==> src/design/llcp_pkg.sv <==
// ----------------------------------------------------------------------------
// llcp_pkg : coordinate parser shared definitions
// character codes, error codes, parse phases and the job record that
// travels from the front end to the back end
// ----------------------------------------------------------------------------
`default_nettype none

package llcp_pkg;

   localparam int VALUE_W = 27;
   localparam int DEG_W   = 21;
   localparam int MIN_W   = 8;
   localparam int ERR_W   = 3;
   localparam int COUNT_W = 4;

   // character codes
   localparam logic [7:0] CHAR_0 = 8'h30;
   localparam logic [7:0] CHAR_9 = 8'h39;
   localparam logic [7:0] CHAR_N = 8'h4E;
   localparam logic [7:0] CHAR_S = 8'h53;
   localparam logic [7:0] CHAR_W = 8'h57;
   localparam logic [7:0] CHAR_E = 8'h45;

   // token lengths
   localparam logic [COUNT_W-1:0] LEN_SHORT = 4'd7;
   localparam logic [COUNT_W-1:0] LEN_LONG  = 4'd11;
   localparam logic [COUNT_W-1:0] COUNT_MAX = 4'd15;

   // parse phases
   localparam logic [1:0] PH_LAT   = 2'd0;
   localparam logic [1:0] PH_LON   = 2'd1;
   localparam logic [1:0] PH_TRAIL = 2'd2;

   // error codes
   localparam logic [ERR_W-1:0] ERR_OK      = 3'd0;
   localparam logic [ERR_W-1:0] ERR_LENGTH  = 3'd1;
   localparam logic [ERR_W-1:0] ERR_NO_NS   = 3'd2;
   localparam logic [ERR_W-1:0] ERR_NO_WE   = 3'd3;
   localparam logic [ERR_W-1:0] ERR_LAT_BAD = 3'd4;
   localparam logic [ERR_W-1:0] ERR_LON_BAD = 3'd5;

   // ceil(2^32 / 100): exact quotient for any 27-bit dividend
   localparam int DIV_SHIFT = 32;
   localparam int DIV_MULT_W = 26;
   localparam logic [DIV_MULT_W-1:0] DIV100_MULT = 26'd42949673;
   localparam int PROD_W = VALUE_W + DIV_MULT_W;
   localparam logic [VALUE_W-1:0] HUNDRED = 27'd100;

   typedef struct packed {
      logic [ERR_W-1:0]   error_code;
      logic [VALUE_W-1:0] lat_value;
      logic [VALUE_W-1:0] lon_value;
      logic               lat_neg;
      logic               lon_neg;
      logic               long_form;
   } llcp_job_type;

endpackage

`default_nettype wire

==> src/design/llcp_queue.sv <==
// ----------------------------------------------------------------------------
// llcp_queue : job queue
// small register queue between the front end and the back end
// ----------------------------------------------------------------------------
`default_nettype none

module llcp_queue #(
   parameter int DEPTH = 2
) (
   input  wire logic              clock,
   input  wire logic              reset,
   input  wire logic              push_valid,
   output logic                   push_ready,
   input  wire llcp_pkg::llcp_job_type push_job,
   output logic                   pop_valid,
   input  wire logic              pop_ready,
   output llcp_pkg::llcp_job_type pop_job
);
   import llcp_pkg::*;

   localparam int PTR_W = (DEPTH > 1) ? $clog2(DEPTH) : 1;
   localparam int CNT_W = $clog2(DEPTH + 1);

   llcp_job_type       entry_ff [DEPTH];
   logic [PTR_W-1:0]   wr_ptr_ff, wr_ptr_in;
   logic [PTR_W-1:0]   rd_ptr_ff, rd_ptr_in;
   logic [CNT_W-1:0]   count_ff, count_in;
   logic               do_push, do_pop;

   assign push_ready = (count_ff != CNT_W'(DEPTH));
   assign pop_valid  = (count_ff != '0);
   assign pop_job    = entry_ff[rd_ptr_ff];
   assign do_push    = push_valid && push_ready;
   assign do_pop     = pop_valid && pop_ready;

   always_comb begin
      wr_ptr_in = wr_ptr_ff;
      rd_ptr_in = rd_ptr_ff;
      count_in  = count_ff;
      if (do_push) begin
         wr_ptr_in = (wr_ptr_ff == PTR_W'(DEPTH - 1)) ? '0 : wr_ptr_ff + 1'b1;
      end
      if (do_pop) begin
         rd_ptr_in = (rd_ptr_ff == PTR_W'(DEPTH - 1)) ? '0 : rd_ptr_ff + 1'b1;
      end
      if (do_push && !do_pop)      count_in = count_ff + 1'b1;
      else if (!do_push && do_pop) count_in = count_ff - 1'b1;
   end

   always_ff @(posedge clock) begin
      if (reset) begin
         wr_ptr_ff <= '0;
         rd_ptr_ff <= '0;
         count_ff  <= '0;
      end else begin
         wr_ptr_ff <= wr_ptr_in;
         rd_ptr_ff <= rd_ptr_in;
         count_ff  <= count_in;
      end
   end

   always_ff @(posedge clock) begin
      if (do_push) entry_ff[wr_ptr_ff] <= push_job;
   end

endmodule

`default_nettype wire

==> config.mk <==
export PLATFORM = sky130hd
export DESIGN_NAME = llcp_queue
export DESIGN_NICKNAME = d
export VERILOG_FILES = /design/src/design/llcp_pkg.sv /design/src/design/llcp_queue.sv
export SDC_FILE = /design/constraint.sdc
export NUM_CORES = 1
export LEC_CHECK = 0
export CORE_ASPECT_RATIO = 0.7
export CORE_MARGIN = 2
export CORE_UTILIZATION = 55
export CTS_CLUSTER_SIZE = 10
export DETAILED_ROUTE_END_ITERATION = 7
export DONT_BUFFER_PORTS = 1
export GPL_TIMING_DRIVEN = 1
export PLACE_DENSITY = 0.7
export SLEW_MARGIN = 20
export SYNTH_ARGS = -nofsm -noshare
export SYNTH_HDL_FRONTEND = slang
export SYNTH_SLANG_ARGS = --single-unit
==> constraint.sdc <==
create_clock -name clock -period 5.2 [get_ports clock]
set_input_delay 0 -clock clock [delete_from_list [all_inputs] [get_ports clock]]
set_output_delay 0 -clock clock [all_outputs]
set_load 0.01 [all_outputs]
## Word level (Yosys, flattened, before mapping)

Memory sizes are Yosys's and may differ from the RTL's. A register that Yosys moved wholly into a read port is not among the register bits.
Index checks and enable logic that the tools add are counted.

- Register bits: 4
- Memory bits (writable): 120
- Input bits: 64
- Output and inout bits: 62
- Logic and storage cells: 25
- Memories: 1

- Add/sub/neg operators: 4
- Equal/unequal tests: 1
- Multiplexer cells: 8
- Reductions and logical operators: 8

Memories:

| name | words | width | read ports | clocked after memory_dff | write ports | line | RTL |
|---|---|---|---|---|---|---|---|
| entry_ff | 2 | 60 | 1 | 1 | 1 | llcp_queue.sv:24 | `llcp_job_type entry_ff [DEPTH];` |

Operators by type and width:

| cell | number |
|---|---|
| 1-bit 2-to-1 mux | 6 |
| 1-bit logical AND | 4 |
| 2-bit 2-to-1 mux | 2 |
| 2-bit nonzero test | 2 |
| 1-bit adder, second input constant | 2 |
| 2-bit by 1-bit adder with 2-bit output, second input constant | 1 |
| 1-bit zero test | 2 |
| 2-bit inequality test, second input constant | 1 |
| 2-bit by 1-bit subtractor with 2-bit output, second input constant | 1 |

## Longest topological paths before layout

- Word-level depth: 6
- Gate-level depth with buffers: 6
- Gate-level depth less buffers: 6

## Least setup slack after synthesis

No wires, ideal clock.

- Path kind: flip-flop to flip-flop
- From: register count_ff[0]
- To: memory entry_ff[1][0] in the netlist's numbering (enable)
- Library setup time: 0.424 ns
- Arrival: 2.103 ns
- Data required time: 4.776 ns
- Path slack: 2.673 ns
- Stages on the path, launching flop included: 3
- Buffers on the path: 0
- Clock period less this slack: 2.527 ns
- Path through: dfxtp_1 -> nand2b_1 -> and3_1

- Word-level cells in the longest chain between the ends: 4

RTL lines:

| item | line | RTL |
|---|---|---|
| from (decl) | llcp_queue.sv:27 | `logic [CNT_W-1:0] count_ff, count_in;` |
| from (signal assigned) | llcp_queue.sv:58 | `count_ff <= count_in;` |
| 2-bit inequality test | llcp_queue.sv:30 | `assign push_ready = (count_ff != CNT_W'(DEPTH));` |
| net push_ready | llcp_queue.sv:13 | `output logic push_ready,` |
| 1-bit logical AND | llcp_queue.sv:33 | `assign do_push = push_valid && push_ready;` |
| 1-bit 2-to-1 mux | llcp_queue.sv:63 | `if (do_push) entry_ff[wr_ptr_ff] <= push_job;` |
| 1-bit 2-to-1 mux (not written as such) | llcp_queue.sv:63 |  |
| to (decl) | llcp_queue.sv:24 |  |

The timed path passes the listed nets, and every way through them passes these cells.

==> summary.txt <==
Power
  • Clock power share: 0.415
  • Combinational share of power: 0.164
  • Overall Power: ~0.0031 W
  • NetSw: ~0.00076 W
  • Cell leakage power: slightly above 2 nW
  • Switch share: 0.242
  • Power Internal: approximately 0.0024 W
  • Sequential cell fraction of total power: 0.422
  • Power Density: 529 mW/mm^2
  • Peak supply drop: approximately 0.38 mV

STA
  • Fin Hold WS: between 0.1 and 0.15 ns
  • Fin crit share: 0.411
  • Skew final: slightly below 0.007 ns
  • Pins Over Slew Limit: 0
  • Fin. Hold Viols: 0
  • Min cycle time layout: around 2.1 ns
  • Fmax: between 400 and 500 MHz
  • Final setup vio count: 0
  • RSZ-0062 raised after global routing: no
  • Slew headroom: 0.462
  • Setup_tns: 0 ns
  • Slew @ Worst Pin: 0.807 ns

GRT
  • Most crowded layer after global routing: met2
  • GRT Residual Overflow: 0
  • M2 GR Usage: 0.316
  • Number of global-route vias before repair: approximately 2300
  • Total track usage: 0.189
  • First-pass GRT wire length: ~12000 um
  • Initial antenna violation count: 0
  • Largest net degree at the start of global routing: 61
  • GR Util met1: 0.213
  • Met3 Track Usage GR: 0.0979

Placed design
  • Final HPWL DP: 4590 um
  • Placed insts: approximately 300
  • # port buffers: 0
  • Area after DPL: approximately 0.0047 sq mm
  • GPL Wtd Cong: ~0.72

Floorplan
  • # rows: 27
  • Top-Level Pins: around 130
  • Core Region: 0.00794 sq mm
  • Die ar.: around 0.009 sq mm
  • Initial core utilization: 0.571
  • Chip width: approximately 110 um
  • Die height: ~80 um

Run status
  • Outcome: complete, no violations

Logic synthesis
  • Syn. warnings: 0
  • Synth area leaders: edfxtp_1 79%, mux2_2 15%, dfxtp_1 2.2%, buf_2 0.77%, xor2_1 0.58%
  • Post-Syn Instances: roughly 210
  • Post-synth top area cell: edfxtp_1
  • Cell area after synthesis: roughly 0.0045 sq mm
  • Synth unique cells: 17
  • Commonest register cell after synthesis: edfxtp_1
  • Yosys reg bits: about 130
  • Post-synth top cells: 120 x edfxtp_1, 60 x mux2_2, 7 x buf_2
  • Number of synthesized flops with an enable pin: between 100 and 150
  • Asr flop ratio synth: 0
  • Count leader, synth: edfxtp_1
  • Post-synth top area share: 0.794
  • Syn_area_per_cell: roughly 22 sq um
  • Register area share after synthesis: 0.816
  • Syn nets: approximately 280

Layout
  • Number of inserted diodes: 0
  • Final non-filler cell total: 403
  • Layout cells sized above 1: 0.325
  • Final instance area: 0.00595 sq mm
  • P&R area growth vs syn: 31.2%
  • Final net count: about 350

Routing
  • Vias: about 2200
  • Detailed Route WL: roughly 8100 um
  • Via density: between 5 and 6
  • Routed Antenna Nets: 0
  • Remaining DRCs: 0
  • DR iter-0 viols: 146
  • Drt wl/cell: roughly 20 um
  • Drt first pass iters: 4

Setup path
  • Flop-to-flop setup slack: 3.27 ns
  • Maximum fanout along the worst path: 31
  • CP arrival: around 2.1 ns
  • Worst R2R End: entry_ff[1][18]
  • R2R cell count: 3
  • WP data required: between 5 and 6 ns
  • Critical path class: reg2out
  • FF-to-FF Start: count_ff[0]
  • Worst path bufs/invs: 1
  • WP depth: 2
  • CP Capture Type: output port
  • Critical path's slowest cell: dfxtp_2
  • Cells along the critical path: buf_4 -> mux2_2
  • Startpoint Class: flip-flop
  • Crit-path max cell delay: between 0.7 and 0.8 ns
  • Crit-path leading delay family: flip-flops

Clock tree
  • Post-cts sizing count: 0
  • Clk_lat worst skew: around 0.4 ns
  • Clock Sink Count: 125
  • CTS Buf Count: 17
  • Root Driver: clkbuf_16
  • Clock transition at path regs: approximately 0.060 ns
  • CTS tree: yes
  • Post-CTS setup repair buffer count: 0
  • Max Buffers Root-to-Sink: 2
  • CTS H-Tree Depth: 4
  • Post-CTS Hold Buffers: 63

Min path
  • Hold WC Path Type: in2reg
  • Worst hold start: push_valid
  • Worst hold stages: 4
  • Worst Hold End: count_ff[0]

Run
  • Max Cap Violations: 0
-- worst min-delay path: stages --
cell    delay, ns
and2_1       0.13
ha_1         0.19
xor2_1       0.08
nor2_1       0.08
-- registers in the layout, summed over array words and instances (netlist names), named ones only --
signal / count
count_ff: 2
wr_ptr_ff: 1
rd_ptr_ff: 1
entry_ff: 120
-- layout make-up --
class / instances / area, sq um
tap: 101 / 126
clock inverter: 15 / 243
sequential: 125 / 3700
multi-input combinational: 78 / 796
fill: 468 / 1990
timing repair buffer: 66 / 653
clock buffer: 17 / 425
inverter: 1 / 3.75
-- worst max-delay path by stage --
stage / endpoint / startpoint / slack (ns)
after global placement: entry_ff[1][8] / count_ff[0] / 3.41
after detailed placement: entry_ff[1][0] / count_ff[0] / 3.28
after floorplan: entry_ff[1][0] / count_ff[0] / 2.67
after global routing: pop_job[14] / flip-flop / 2.94
final: pop_job[14] / flip-flop / 3.06
after CTS: pop_job[14] / flip-flop / 3.03
-- power groups by stage --
stage                     combinational (W)  sequential, W  clock [W]
after global routing               0.000554        0.00134    0.00137
after CTS                          0.000521        0.00133    0.00132
after global placement             0.000455        0.00134          0
after floorplan                    0.000421        0.00131          0
final                              0.000515        0.00133    0.00130
after detailed placement           0.000471        0.00135          0
-- layout by cell type, fill, tap and decap left out, drive strengths merged --
cell           n
dlygate4sd3   63
or3            1
a21oi          2
mux2          60
o21ai          2
a21bo          1
or2            1
ha             1
clkbuf        17
nor2           3
and2           1
bufinv         6
nand2b         1
xor2           3
dfxtp          5
inv            3
edfxtp       120
and3           1
nand3b         1
buf            3
clkinv         5
clkinvlp       2
-- through the flow --
step / util / setup slack (ns)
detailed placement: 0.586 / 3.28
CTS: 0.750 / 3.03
global placement: 0.586 / 3.41
finish: 0.750 / 3.06
global route: 0.750 / 2.94
floorplan: - / 2.67
-- kinds of logic after synthesis --
| kind of cell | synth area share |
|---|---|
| AO/OA/AOI/OAI | 0.00662 |
| XOR/XNOR | 0.00579 |
| adder cells (fa/ha/maj) | 0.00276 |
| buffers and inverters | 0.00855 |
| flip-flops | 0.816 |
| multiplexers | 0.149 |
| AND/OR/NAND/NOR | 0.0110 |
-- per-layer routing --
| metal | wire length [um] | vias up | part of all wire |
|---|---|---|---|
| li1 | - | 988 | - |
| met1 | 3160 | 1055 | 0.39 |
| met2 | 4120 | 101 | 0.51 |
| met3 | 775 | 10 | 0.095 |
| met4 | 84 | 0 | 0.010 |
| met5 | 0 | - | 0 |
No activity file was read; power rests on OpenSTA's default activity.
