`src/design/llcp_pkg.sv`:
```
// ----------------------------------------------------------------------------
// llcp_pkg : coordinate parser shared definitions
// character codes, error codes, parse phases and the job record that
// travels from the front end to the back end
// ----------------------------------------------------------------------------
`default_nettype none

package llcp_pkg;

   localparam int VALUE_W = 27;
   localparam int DEG_W   = 21;
   localparam int MIN_W   = 8;
   localparam int ERR_W   = 3;
   localparam int COUNT_W = 4;

   // character codes
   localparam logic [7:0] CHAR_0 = 8'h30;
   localparam logic [7:0] CHAR_9 = 8'h39;
   localparam logic [7:0] CHAR_N = 8'h4E;
   localparam logic [7:0] CHAR_S = 8'h53;
   localparam logic [7:0] CHAR_W = 8'h57;
   localparam logic [7:0] CHAR_E = 8'h45;

   // token lengths
   localparam logic [COUNT_W-1:0] LEN_SHORT = 4'd7;
   localparam logic [COUNT_W-1:0] LEN_LONG  = 4'd11;
   localparam logic [COUNT_W-1:0] COUNT_MAX = 4'd15;

   // parse phases
   localparam logic [1:0] PH_LAT   = 2'd0;
   localparam logic [1:0] PH_LON   = 2'd1;
   localparam logic [1:0] PH_TRAIL = 2'd2;

   // error codes
   localparam logic [ERR_W-1:0] ERR_OK      = 3'd0;
   localparam logic [ERR_W-1:0] ERR_LENGTH  = 3'd1;
   localparam logic [ERR_W-1:0] ERR_NO_NS   = 3'd2;
   localparam logic [ERR_W-1:0] ERR_NO_WE   = 3'd3;
   localparam logic [ERR_W-1:0] ERR_LAT_BAD = 3'd4;
   localparam logic [ERR_W-1:0] ERR_LON_BAD = 3'd5;

   // ceil(2^32 / 100): exact quotient for any 27-bit dividend
   localparam int DIV_SHIFT = 32;
   localparam int DIV_MULT_W = 26;
   localparam logic [DIV_MULT_W-1:0] DIV100_MULT = 26'd42949673;
   localparam int PROD_W = VALUE_W + DIV_MULT_W;
   localparam logic [VALUE_W-1:0] HUNDRED = 27'd100;

   typedef struct packed {
      logic [ERR_W-1:0]   error_code;
      logic [VALUE_W-1:0] lat_value;
      logic [VALUE_W-1:0] lon_value;
      logic               lat_neg;
      logic               lon_neg;
      logic               long_form;
   } llcp_job_type;

endpackage

`default_nettype wire

```
`src/design/llcp_front.sv`:
```
// ----------------------------------------------------------------------------
// llcp_front : character front end
// classifies each character, accumulates the two decimal values and
// issues one job record at the last character of a token
// ----------------------------------------------------------------------------
`default_nettype none

module llcp_front (
   input  wire logic                clock,
   input  wire logic                reset,
   input  wire logic                req_valid,
   output logic                     req_ready,
   input  wire logic [7:0]          req_char_code,
   input  wire logic                req_last_char,
   output logic                     push_valid,
   input  wire logic                push_ready,
   output llcp_pkg::llcp_job_type   push_job
);
   import llcp_pkg::*;

   logic [COUNT_W-1:0] char_count_ff, char_count_in;
   logic [1:0]         phase_ff, phase_in;
   logic [VALUE_W-1:0] lat_value_ff, lat_value_in;
   logic [VALUE_W-1:0] lon_value_ff, lon_value_in;
   logic [COUNT_W-1:0] lat_digits_ff, lat_digits_in;
   logic [COUNT_W-1:0] lon_digits_ff, lon_digits_in;
   logic               lat_south_ff, lat_south_in;
   logic               lon_west_ff, lon_west_in;
   logic               lat_bad_ff, lat_bad_in;
   logic               lon_bad_ff, lon_bad_in;

   logic               is_digit;
   logic [VALUE_W-1:0] digit_val;
   logic               accept;
   logic [ERR_W-1:0]   err;

   assign req_ready = push_ready;
   assign accept    = req_valid && req_ready;
   assign is_digit  = (req_char_code >= CHAR_0) && (req_char_code <= CHAR_9);
   assign digit_val = VALUE_W'(req_char_code - CHAR_0);

   always_comb begin
      char_count_in = (char_count_ff == COUNT_MAX) ? COUNT_MAX : char_count_ff + 1'b1;
      phase_in      = phase_ff;
      lat_value_in  = lat_value_ff;
      lon_value_in  = lon_value_ff;
      lat_digits_in = lat_digits_ff;
      lon_digits_in = lon_digits_ff;
      lat_south_in  = lat_south_ff;
      lon_west_in   = lon_west_ff;
      lat_bad_in    = lat_bad_ff;
      lon_bad_in    = lon_bad_ff;
      case (phase_ff)
         PH_LAT: begin
            if (req_char_code == CHAR_N || req_char_code == CHAR_S) begin
               lat_south_in = (req_char_code == CHAR_S);
               phase_in     = PH_LON;
            end else if (is_digit) begin
               // times ten as shift and add, wraps in the accumulator width
               lat_value_in = (lat_value_ff << 3) + (lat_value_ff << 1) + digit_val;
               if (lat_digits_ff != COUNT_MAX) lat_digits_in = lat_digits_ff + 1'b1;
            end else begin
               lat_bad_in = 1'b1;
            end
         end
         PH_LON: begin
            if (req_char_code == CHAR_W || req_char_code == CHAR_E) begin
               lon_west_in = (req_char_code == CHAR_W);
               phase_in    = PH_TRAIL;
            end else if (is_digit) begin
               lon_value_in = (lon_value_ff << 3) + (lon_value_ff << 1) + digit_val;
               if (lon_digits_ff != COUNT_MAX) lon_digits_in = lon_digits_ff + 1'b1;
            end else begin
               lon_bad_in = 1'b1;
            end
         end
         default: begin
            // trailing characters are ignored
         end
      endcase
   end

   // checks in order of precedence
   always_comb begin
      if (char_count_in != LEN_SHORT && char_count_in != LEN_LONG) err = ERR_LENGTH;
      else if (phase_in == PH_LAT)                                err = ERR_NO_NS;
      else if (phase_in == PH_LON)                                err = ERR_NO_WE;
      else if (lat_bad_in || lat_digits_in == '0)                 err = ERR_LAT_BAD;
      else if (lon_bad_in || lon_digits_in == '0)                 err = ERR_LON_BAD;
      else                                                        err = ERR_OK;
   end

   always_comb begin
      push_valid         = accept && req_last_char;
      push_job.error_code = err;
      push_job.long_form  = (char_count_in == LEN_LONG);
      if (err == ERR_OK) begin
         push_job.lat_value = lat_value_in;
         push_job.lon_value = lon_value_in;
         push_job.lat_neg   = lat_south_in;
         push_job.lon_neg   = lon_west_in;
      end else begin
         // zero values give zero fields downstream
         push_job.lat_value = '0;
         push_job.lon_value = '0;
         push_job.lat_neg   = 1'b0;
         push_job.lon_neg   = 1'b0;
      end
   end

   always_ff @(posedge clock) begin
      if (reset || (accept && req_last_char)) begin
         char_count_ff <= '0;
         phase_ff      <= PH_LAT;
         lat_value_ff  <= '0;
         lon_value_ff  <= '0;
         lat_digits_ff <= '0;
         lon_digits_ff <= '0;
         lat_south_ff  <= 1'b0;
         lon_west_ff   <= 1'b0;
         lat_bad_ff    <= 1'b0;
         lon_bad_ff    <= 1'b0;
      end else if (accept) begin
         char_count_ff <= char_count_in;
         phase_ff      <= phase_in;
         lat_value_ff  <= lat_value_in;
         lon_value_ff  <= lon_value_in;
         lat_digits_ff <= lat_digits_in;
         lon_digits_ff <= lon_digits_in;
         lat_south_ff  <= lat_south_in;
         lon_west_ff   <= lon_west_in;
         lat_bad_ff    <= lat_bad_in;
         lon_bad_ff    <= lon_bad_in;
      end
   end

endmodule

`default_nettype wire

```
`config.mk`:
```
export PLATFORM = sky130hd
export DESIGN_NAME = llcp_front
export DESIGN_NICKNAME = d
export VERILOG_FILES = /design/src/design/llcp_pkg.sv /design/src/design/llcp_front.sv
export SDC_FILE = /design/constraint.sdc
export NUM_CORES = 1
export LEC_CHECK = 0
export BUFFER_PORTS_ARGS = -buffer_cell sky130_fd_sc_hd__buf_2
export CORE_ASPECT_RATIO = 2
export CORE_MARGIN = 1.5
export CORE_UTILIZATION = 55
export DETAILED_ROUTE_END_ITERATION = 8
export GPL_TIMING_DRIVEN = 0
export PLACE_DENSITY = 0.82
export SLEW_MARGIN = 20
export SYNTH_ARGS = -nofsm -noshare
export SYNTH_HDL_FRONTEND = slang
export SYNTH_SLANG_ARGS = --single-unit
```
`constraint.sdc`:
```
create_clock -name clock -period 6.6 [get_ports clock]
set_input_delay 0 -clock clock [delete_from_list [all_inputs] [get_ports clock]]
set_output_delay 0 -clock clock [all_outputs]
set_load 0.005 [all_outputs]
```
# Word level (Yosys, flattened, before mapping)
# Cells that the tools add are included.
[classes]
add_sub_neg = 8
order_cmp = 2
eq_ne = 12
n_mux = 34
reduce_logical = 14
[op_table]
columns = ["op", "count"]
rows = [
  ["27-bit two-way mux", 6],
  ["27-bit adder", 4],
  ["56-bit two-way mux", 1],
  ["4-bit two-way mux", 9],
  ["8-bit by 7-bit equality test with 1-bit output, second input constant", 4],
  ["3-bit two-way mux", 5],
  ["4-bit by 1-bit adder with 4-bit output, second input constant", 3],
  ["4-bit inequality test, second input constant", 3],
  ["1-bit two-way mux", 10],
  ["8-bit by 6-bit subtractor with 9-bit output, second input constant", 1],
  ["4-bit equality test, second input constant", 2],
  ["8-bit by 6-bit greater-or-equal comparator with 1-bit output, second input constant", 1],
  ["8-bit by 6-bit less-or-equal comparator with 1-bit output, second input constant", 1],
  ["4-bit logical NOT", 2],
  ["1-bit logical OR", 5],
  ["2-bit by 1-bit equality test with 1-bit output, second input constant", 2],
  ["1-bit logical AND", 4],
  ["2-bit logical NOT", 2],
  ["2-bit two-way mux", 2],
  ["4-bit by 3-bit inequality test with 1-bit output, second input constant", 1],
  ["2-bit one-hot mux with 2 select lines", 1],
  ["3-bit logical NOT", 1],
]
[totals]
ff_bits = 72
in_bits = 13
word_cells = 80

# Depth between registers and ports, before layout
[depth]
word_depth = 14
mapped_depth = 13
depth_no_buf = 12

# Worst setup path after synthesis
# OpenSTA, ideal clock, no wires.
[synth_path]
path_type = "input to register"
startpoint = "input req_char_code[4]"
endpoint = "register lat_value_ff[25]"
setup_time_ns = 0.132
t_arrival_ns = 6.403
path_slack_ns = 0.065
path_stages = 12
path_buffers = 0
cell_sequence = "ha_1 -> nor3_1 -> fa_1 -> ha_1 -> o21ai_0 -> a22oi_1 -> a21oi_1 -> a2111oi_0 -> o32a_1 -> a21oi_1 -> mux2i_1 -> a21oi_1"
[synth_via]
elab_chain_len = 5
elab_cells_between_ends = 11
[synth_lines]
columns = ["item", "line", "source"]
rows = [
  ["start, declared", "llcp_front.sv:13", "input wire logic [7:0] req_char_code,"],
  ["8-bit by 6-bit subtractor with 9-bit output (tied with other cells)", "llcp_front.sv:40", "assign digit_val = VALUE_W'(req_char_code - CHAR_0);"],
  ["27-bit adder / 1-bit logical AND (equally long branches)", "llcp_front.sv:60, llcp_front.sv:39", ""],
  ["27-bit two-way mux", "llcp_front.sv:58", "end else if (is_digit) begin"],
  ["27-bit two-way mux *", "llcp_front.sv:55", "if (req_char_code == CHAR_N || req_char_code == CHAR_S) begin"],
  ["27-bit two-way mux *", "llcp_front.sv:53", "case (phase_ff)"],
  ["end signal, assigned", "llcp_front.sv:126", "lat_value_ff <= lat_value_in;"],
  ["end, declared", "llcp_front.sv:23", "logic [VALUE_W-1:0] lat_value_ff, lat_value_in;"],
]
# Every way passes the cells marked *; elsewhere a longest branch is shown, timed or not.
# A chain may end at the register's enable or synchronous reset.

==> flow_summary.html <==
<table>
<tr><th>Metric</th><th>Value</th></tr>
<tr><th colspan="2">Outcome</th></tr>
<tr><td>Status</td><td>complete, no violations</td></tr>
<tr><th colspan="2">STA</th></tr>
<tr><td>Summed negative setup slack over all endpoints</td><td>0 ns</td></tr>
<tr><td>Pins Over Slew Limit</td><td>0</td></tr>
<tr><td>Endpoints failing hold</td><td>0</td></tr>
<tr><td>Largest clock skew in the final design</td><td>0.0103 ns</td></tr>
<tr><td>Final setup viols</td><td>0</td></tr>
<tr><td>Max-slew headroom at the worst pin</td><td>52.0%</td></tr>
<tr><td>FMAX</td><td>234 MHz</td></tr>
<tr><td>Share of the clock period used by the worst path after layout</td><td>64.7%</td></tr>
<tr><td>Measured slew at the worst slew-check pin</td><td>0.702 ns</td></tr>
<tr><td>Unrepaired setup endpoints after global routing</td><td>no</td></tr>
<tr><td>Fin crit period</td><td>4.27 ns</td></tr>
<tr><th colspan="2">Floorplan</th></tr>
<tr><td>Number of primary I/O pins</td><td>75</td></tr>
<tr><td>Die span in y</td><td>165 um</td></tr>
<tr><td>Initial core utilization</td><td>56.0%</td></tr>
<tr><td>Die Width</td><td>84.1 um</td></tr>
<tr><td>Core area</td><td>12900 sq um</td></tr>
<tr><td>Number of rows created at floorplan</td><td>59</td></tr>
<tr><td>Die area</td><td>13900 sq um</td></tr>
<tr><th colspan="2">Clocking</th></tr>
<tr><td>Clock tree buffer depth</td><td>2</td></tr>
<tr><td>Number of sinks on the clock net</td><td>72</td></tr>
<tr><td>CTS tree</td><td>yes</td></tr>
<tr><td>Depth of the CTS H-tree</td><td>3</td></tr>
<tr><td>Reg clk slew, reported paths</td><td>0.06 ns</td></tr>
<tr><td>PostCTS Resize Cnt</td><td>0</td></tr>
<tr><td>CTS root buffer</td><td>clkbuf_16</td></tr>
<tr><td>Skew-Pair Late Insertion Delay</td><td>0.35 ns</td></tr>
<tr><td>Number of buffers inserted during clock tree synthesis</td><td>9</td></tr>
<tr><th colspan="2">Synthesis</th></tr>
<tr><td>Ranking of synthesized cells by area</td><td>dfxtp_1 (20%), fa_1 (13%), ha_1 (10%), nand2_1 (9.0%), a21oi_1 (6.0%)</td></tr>
<tr><td>Simple logic cell fraction of the synthesized area</td><td>22.7%</td></tr>
<tr><td>Count of unique library cells instantiated by Yosys</td><td>66</td></tr>
<tr><td>Post-synthesis instance total</td><td>923</td></tr>
<tr><td>Main combinational cell family by area after synthesis</td><td>compound AO/OA/AOI/OAI gates</td></tr>
<tr><td>Synth top area share</td><td>19.9%</td></tr>
<tr><td>Share of the synthesized area in compound gates (AO/OA/AOI/OAI)</td><td>23.7%</td></tr>
<tr><td>Count of state elements after synthesis</td><td>72</td></tr>
<tr><td>Share of synthesized area spent on multiplexers</td><td>1.11%</td></tr>
<tr><td>Netlist Area Pre-Place</td><td>7230 sq um</td></tr>
<tr><td>Count of warnings emitted by yosys</td><td>0</td></tr>
<tr><td>Post-synthesis adder-cell area fraction</td><td>23.3%</td></tr>
<tr><td>XOR/XNOR Fraction of Synth Area</td><td>5.08%</td></tr>
<tr><td>Async set-or-reset flop fraction in the synthesized netlist</td><td>0%</td></tr>
<tr><td>Per-instance average area after synthesis</td><td>7.84 sq um</td></tr>
<tr><td>Post-Syn Nets</td><td>1042</td></tr>
<tr><td>Number of enable-type register cells in the synthesized netlist</td><td>0</td></tr>
<tr><td>Post-synthesis cell type with the largest combined area</td><td>dfxtp_1</td></tr>
<tr><td>Part of the Yosys area used for sequential elements</td><td>19.9%</td></tr>
<tr><td>Main synth FF type</td><td>dfxtp_1</td></tr>
<tr><th colspan="2">Placed design</th></tr>
<tr><td>Port-buffer cells</td><td>74</td></tr>
<tr><td>Gpl congestion</td><td>0.967</td></tr>
<tr><td>Final HPWL DP</td><td>17000 um</td></tr>
<tr><td>Dpl cell area</td><td>7850 sq um</td></tr>
<tr><th colspan="2">Worst hold path</th></tr>
<tr><td>Hold Crit Class</td><td>in2reg</td></tr>
<tr><td>Endpoint of the worst hold path</td><td>lat_value_ff[21]</td></tr>
<tr><td>Worst hold start</td><td>reset</td></tr>
<tr><td>Number of cells on the worst hold path</td><td>4</td></tr>
<tr><th colspan="2">GRT</th></tr>
<tr><td>Maximum number of pins on one net before global-route repair</td><td>13</td></tr>
<tr><td>Antenna violations before repair</td><td>0</td></tr>
<tr><td>Met3 Use GR</td><td>3.23%</td></tr>
<tr><td>Met1 usage in global routing</td><td>29.9%</td></tr>
<tr><td>GRT met2 Usage</td><td>60.0%</td></tr>
<tr><td>Wire length of the first global-routing pass</td><td>34100 um</td></tr>
<tr><td>Global-route usage over all layers</td><td>31.2%</td></tr>
<tr><td>Most Used Layer, Global Route</td><td>met2</td></tr>
<tr><td>Grt total ovfl</td><td>0</td></tr>
<tr><td>Number of global-route vias before repair</td><td>7285</td></tr>
<tr><th colspan="2">Finish</th></tr>
<tr><td>Layout overhead on the synthesized area</td><td>12.6%</td></tr>
<tr><td>Post-route standard cell area excluding fillers</td><td>8140 sq um</td></tr>
<tr><td>Fraction of final layout cells sized beyond drive strength 1</td><td>14.7%</td></tr>
<tr><td>Leading cell type in the layout, fill and taps excluded</td><td>nand2_1</td></tr>
<tr><td>Net count of the finished layout</td><td>1133</td></tr>
<tr><td># diodes</td><td>0</td></tr>
<tr><td>Commonest non-fill, non-tap cells in the layout</td><td>nand2_1 (174), a21oi_1 (87), nor2_1 (82), buf_2 (80), dfxtp_1 (72)</td></tr>
<tr><td>FILL cells</td><td>1168</td></tr>
<tr><td>Util after Layout</td><td>63.0%</td></tr>
<tr><th colspan="2">Detailed routing</th></tr>
<tr><td>Vias per cell</td><td>6.16</td></tr>
<tr><td>Antenna violation net count after detailed routing</td><td>0</td></tr>
<tr><td>Detailed Route WL</td><td>21200 um</td></tr>
<tr><td>Post-route DRC</td><td>0</td></tr>
<tr><td>DR WL/cell</td><td>18.1 um</td></tr>
<tr><td>First-pass iteration count of the detailed router</td><td>5</td></tr>
<tr><td>Iter 0 DRT Violations</td><td>364</td></tr>
<tr><td>Vias</td><td>7211</td></tr>
<tr><th colspan="2">Pwr</th></tr>
<tr><td>Total power divided by cell area</td><td>133 nW/um^2</td></tr>
<tr><td>Leakage power</td><td>3.52 nW</td></tr>
<tr><td>Worst voltage drop across the vdd grid</td><td>143 uV</td></tr>
<tr><th colspan="2">Setup path</th></tr>
<tr><td>Number of buffer and inverter stages on the critical path</td><td>4</td></tr>
<tr><td>Required time reported for the critical path endpoint</td><td>6.60 ns</td></tr>
<tr><td>Endpoint of the worst register-to-register path</td><td>lat_value_ff[24]</td></tr>
<tr><td>Register-to-Register Setup Slack</td><td>2.83 ns</td></tr>
<tr><td>First element of the critical path</td><td>req_char_code[4]</td></tr>
<tr><td>Slowest stage cell on the critical path</td><td>nor3_2</td></tr>
<tr><td>Cell class contributing the biggest share of worst-path delay</td><td>compound AO/OA/AOI/OAI gates</td></tr>
<tr><td>Endpoint kind of the worst setup timing path</td><td>primary output</td></tr>
<tr><td>Sequence of cells on the critical path</td><td>buf_2 -&gt; ha_1 -&gt; nor3_2 -&gt; buf_6 -&gt; buf_6 -&gt; fa_1 -&gt; ha_1 -&gt; nand2_1 -&gt; a211oi_1 -&gt; o2111ai_1 -&gt; a31oi_1 -&gt; o21ai_0 -&gt; xor2_1 -&gt; a211oi_1 -&gt; buf_2</td></tr>
<tr><td>Worst reg2reg path startpoint</td><td>lat_value_ff[0]</td></tr>
<tr><td>Crit-path max cell delay</td><td>0.55 ns</td></tr>
<tr><td>Max Fanout on Critical Path</td><td>8</td></tr>
<tr><td>Setup CP Type</td><td>in2out</td></tr>
<tr><td>Worst Setup Start Kind</td><td>primary input</td></tr>
<tr><td>Worst Reg-to-Reg Cells</td><td>11</td></tr>
<tr><td>Crit path DAT</td><td>4.27 ns</td></tr>
<tr><th colspan="2">Job</th></tr>
<tr><td>Max Cap Violations</td><td>0</td></tr>
</table>
flip-flops by register name (all words and copies together) (netlist names):
| signal | count |
|---|---|
| lat_south_ff | 1 |
| lat_digits_ff | 4 |
| phase_ff | 2 |
| lon_bad_ff | 1 |
| char_count_ff | 4 |
| lat_bad_ff | 1 |
| lat_value_ff | 27 |
| lon_digits_ff | 4 |
| lon_west_ff | 1 |
| lon_value_ff | 27 |
kinds of logic after synthesis:
family / count (synthesis)
buffers and inverters: 68
AO/OA/AOI/OAI: 258
multiplexers: 8
XOR/XNOR: 42
adder cells (fa/ha/maj): 106
AND/OR/NAND/NOR: 369
flip-flops: 72
layout make-up:
| type | instances | area, sq um | share of cell area [%] |
|---|---|---|---|
| clock buffers | 11 | 253 | 3.10 |
| well taps | 152 | 190 | 2.34 |
| flip-flops and latches | 72 | 1440 | 17.7 |
| repair buffers | 80 | 429 | 5.27 |
| clock inverters | 5 | 31.3 | 0.384 |
| multi-input cells | 783 | 5490 | 67.5 |
| plain buffers | 37 | 188 | 2.30 |
| inverters | 31 | 116 | 1.43 |
synthesized netlist by cell type (all sizes together) (2+ instances only):
master	number
a211o	3
a211oi	20
a21boi	3
a21o	17
a21oi	117
a221oi	2
a22oi	5
a311oi	4
a31oi	7
a41oi	2
and2	5
and3	11
and4	2
buf	14
clkbuf	23
dfxtp	72
fa	48
ha	58
inv	31
mux2i	8
nand2	174
nand2b	8
nand3	34
nand4	6
nand4b	2
nor2	82
nor2b	6
nor3	17
nor4	4
o2111ai	4
o211a	2
o211ai	4
o21a	7
o21ai	40
o21bai	2
o311ai	6
o31ai	3
or2	5
or3	10
xnor2	26
xor2	16
metrics by stage:
stage | hold WS, ns | setup WS [ns] | instances | power (W)
finish | 0.0957 | 2.33 | 1171 | 0.00108
global route | 0.160 | 2.00 | 1171 | 0.00112
CTS | 0.0863 | 2.42 | 1171 | 0.00108
detailed placement | 0.299 | 2.42 | 1154 | 0.000606
global placement | 0.291 | -2.10 | 1149 | 0.000599
floorplan | 0.0808 | 0.0646 | 923 | 0.000558
tightest hold or removal path, delay by kind of cell:
kind | cells | cell delay (ns)
buffers and inverters | 1 | 0.08
and+or+nand+nor | 1 | 0.13
AOI/OAI and AO/OA | 2 | 0.18
power breakdown:
group          total, W  switching, W  leakage [nW]  internal (W)
clock network  0.000482      0.000208         0.141      0.000274
registers      0.000443    0.00000463         0.581      0.000438
logic          0.000158      0.000103          2.79     0.0000552
total           0.00108      0.000316          3.52      0.000767
layer usage:
metal,part of all wire (%),up-vias
met4,6.5,0
met2,55,268
met3,4.4,92
met1,34,3396
met5,0,-
li1,-,3455
worst max path at each step:
stage | to | slack [ns] | depth (start not counted)
after floorplan | lat_value_ff[25] | 0.06 | 12
after global placement | push_job[52] | -2.10 | 13
after detailed placement | lat_value_ff[25] | 2.42 | 15
after CTS | push_job[52] | 2.42 | 15
after global routing | push_job[52] | 2.00 | 15
final | push_job[52] | 2.33 | 15
repair_timing:
| action | 4_1_cts | 5_1_grt |
|---|---|---|
| setup buffers | 0 | 0 |
| hold buffers | 1 | 0 |
| hold endpoints to repair | 2 | 0 |
Note: power is estimated with default switching activity, not from simulation.
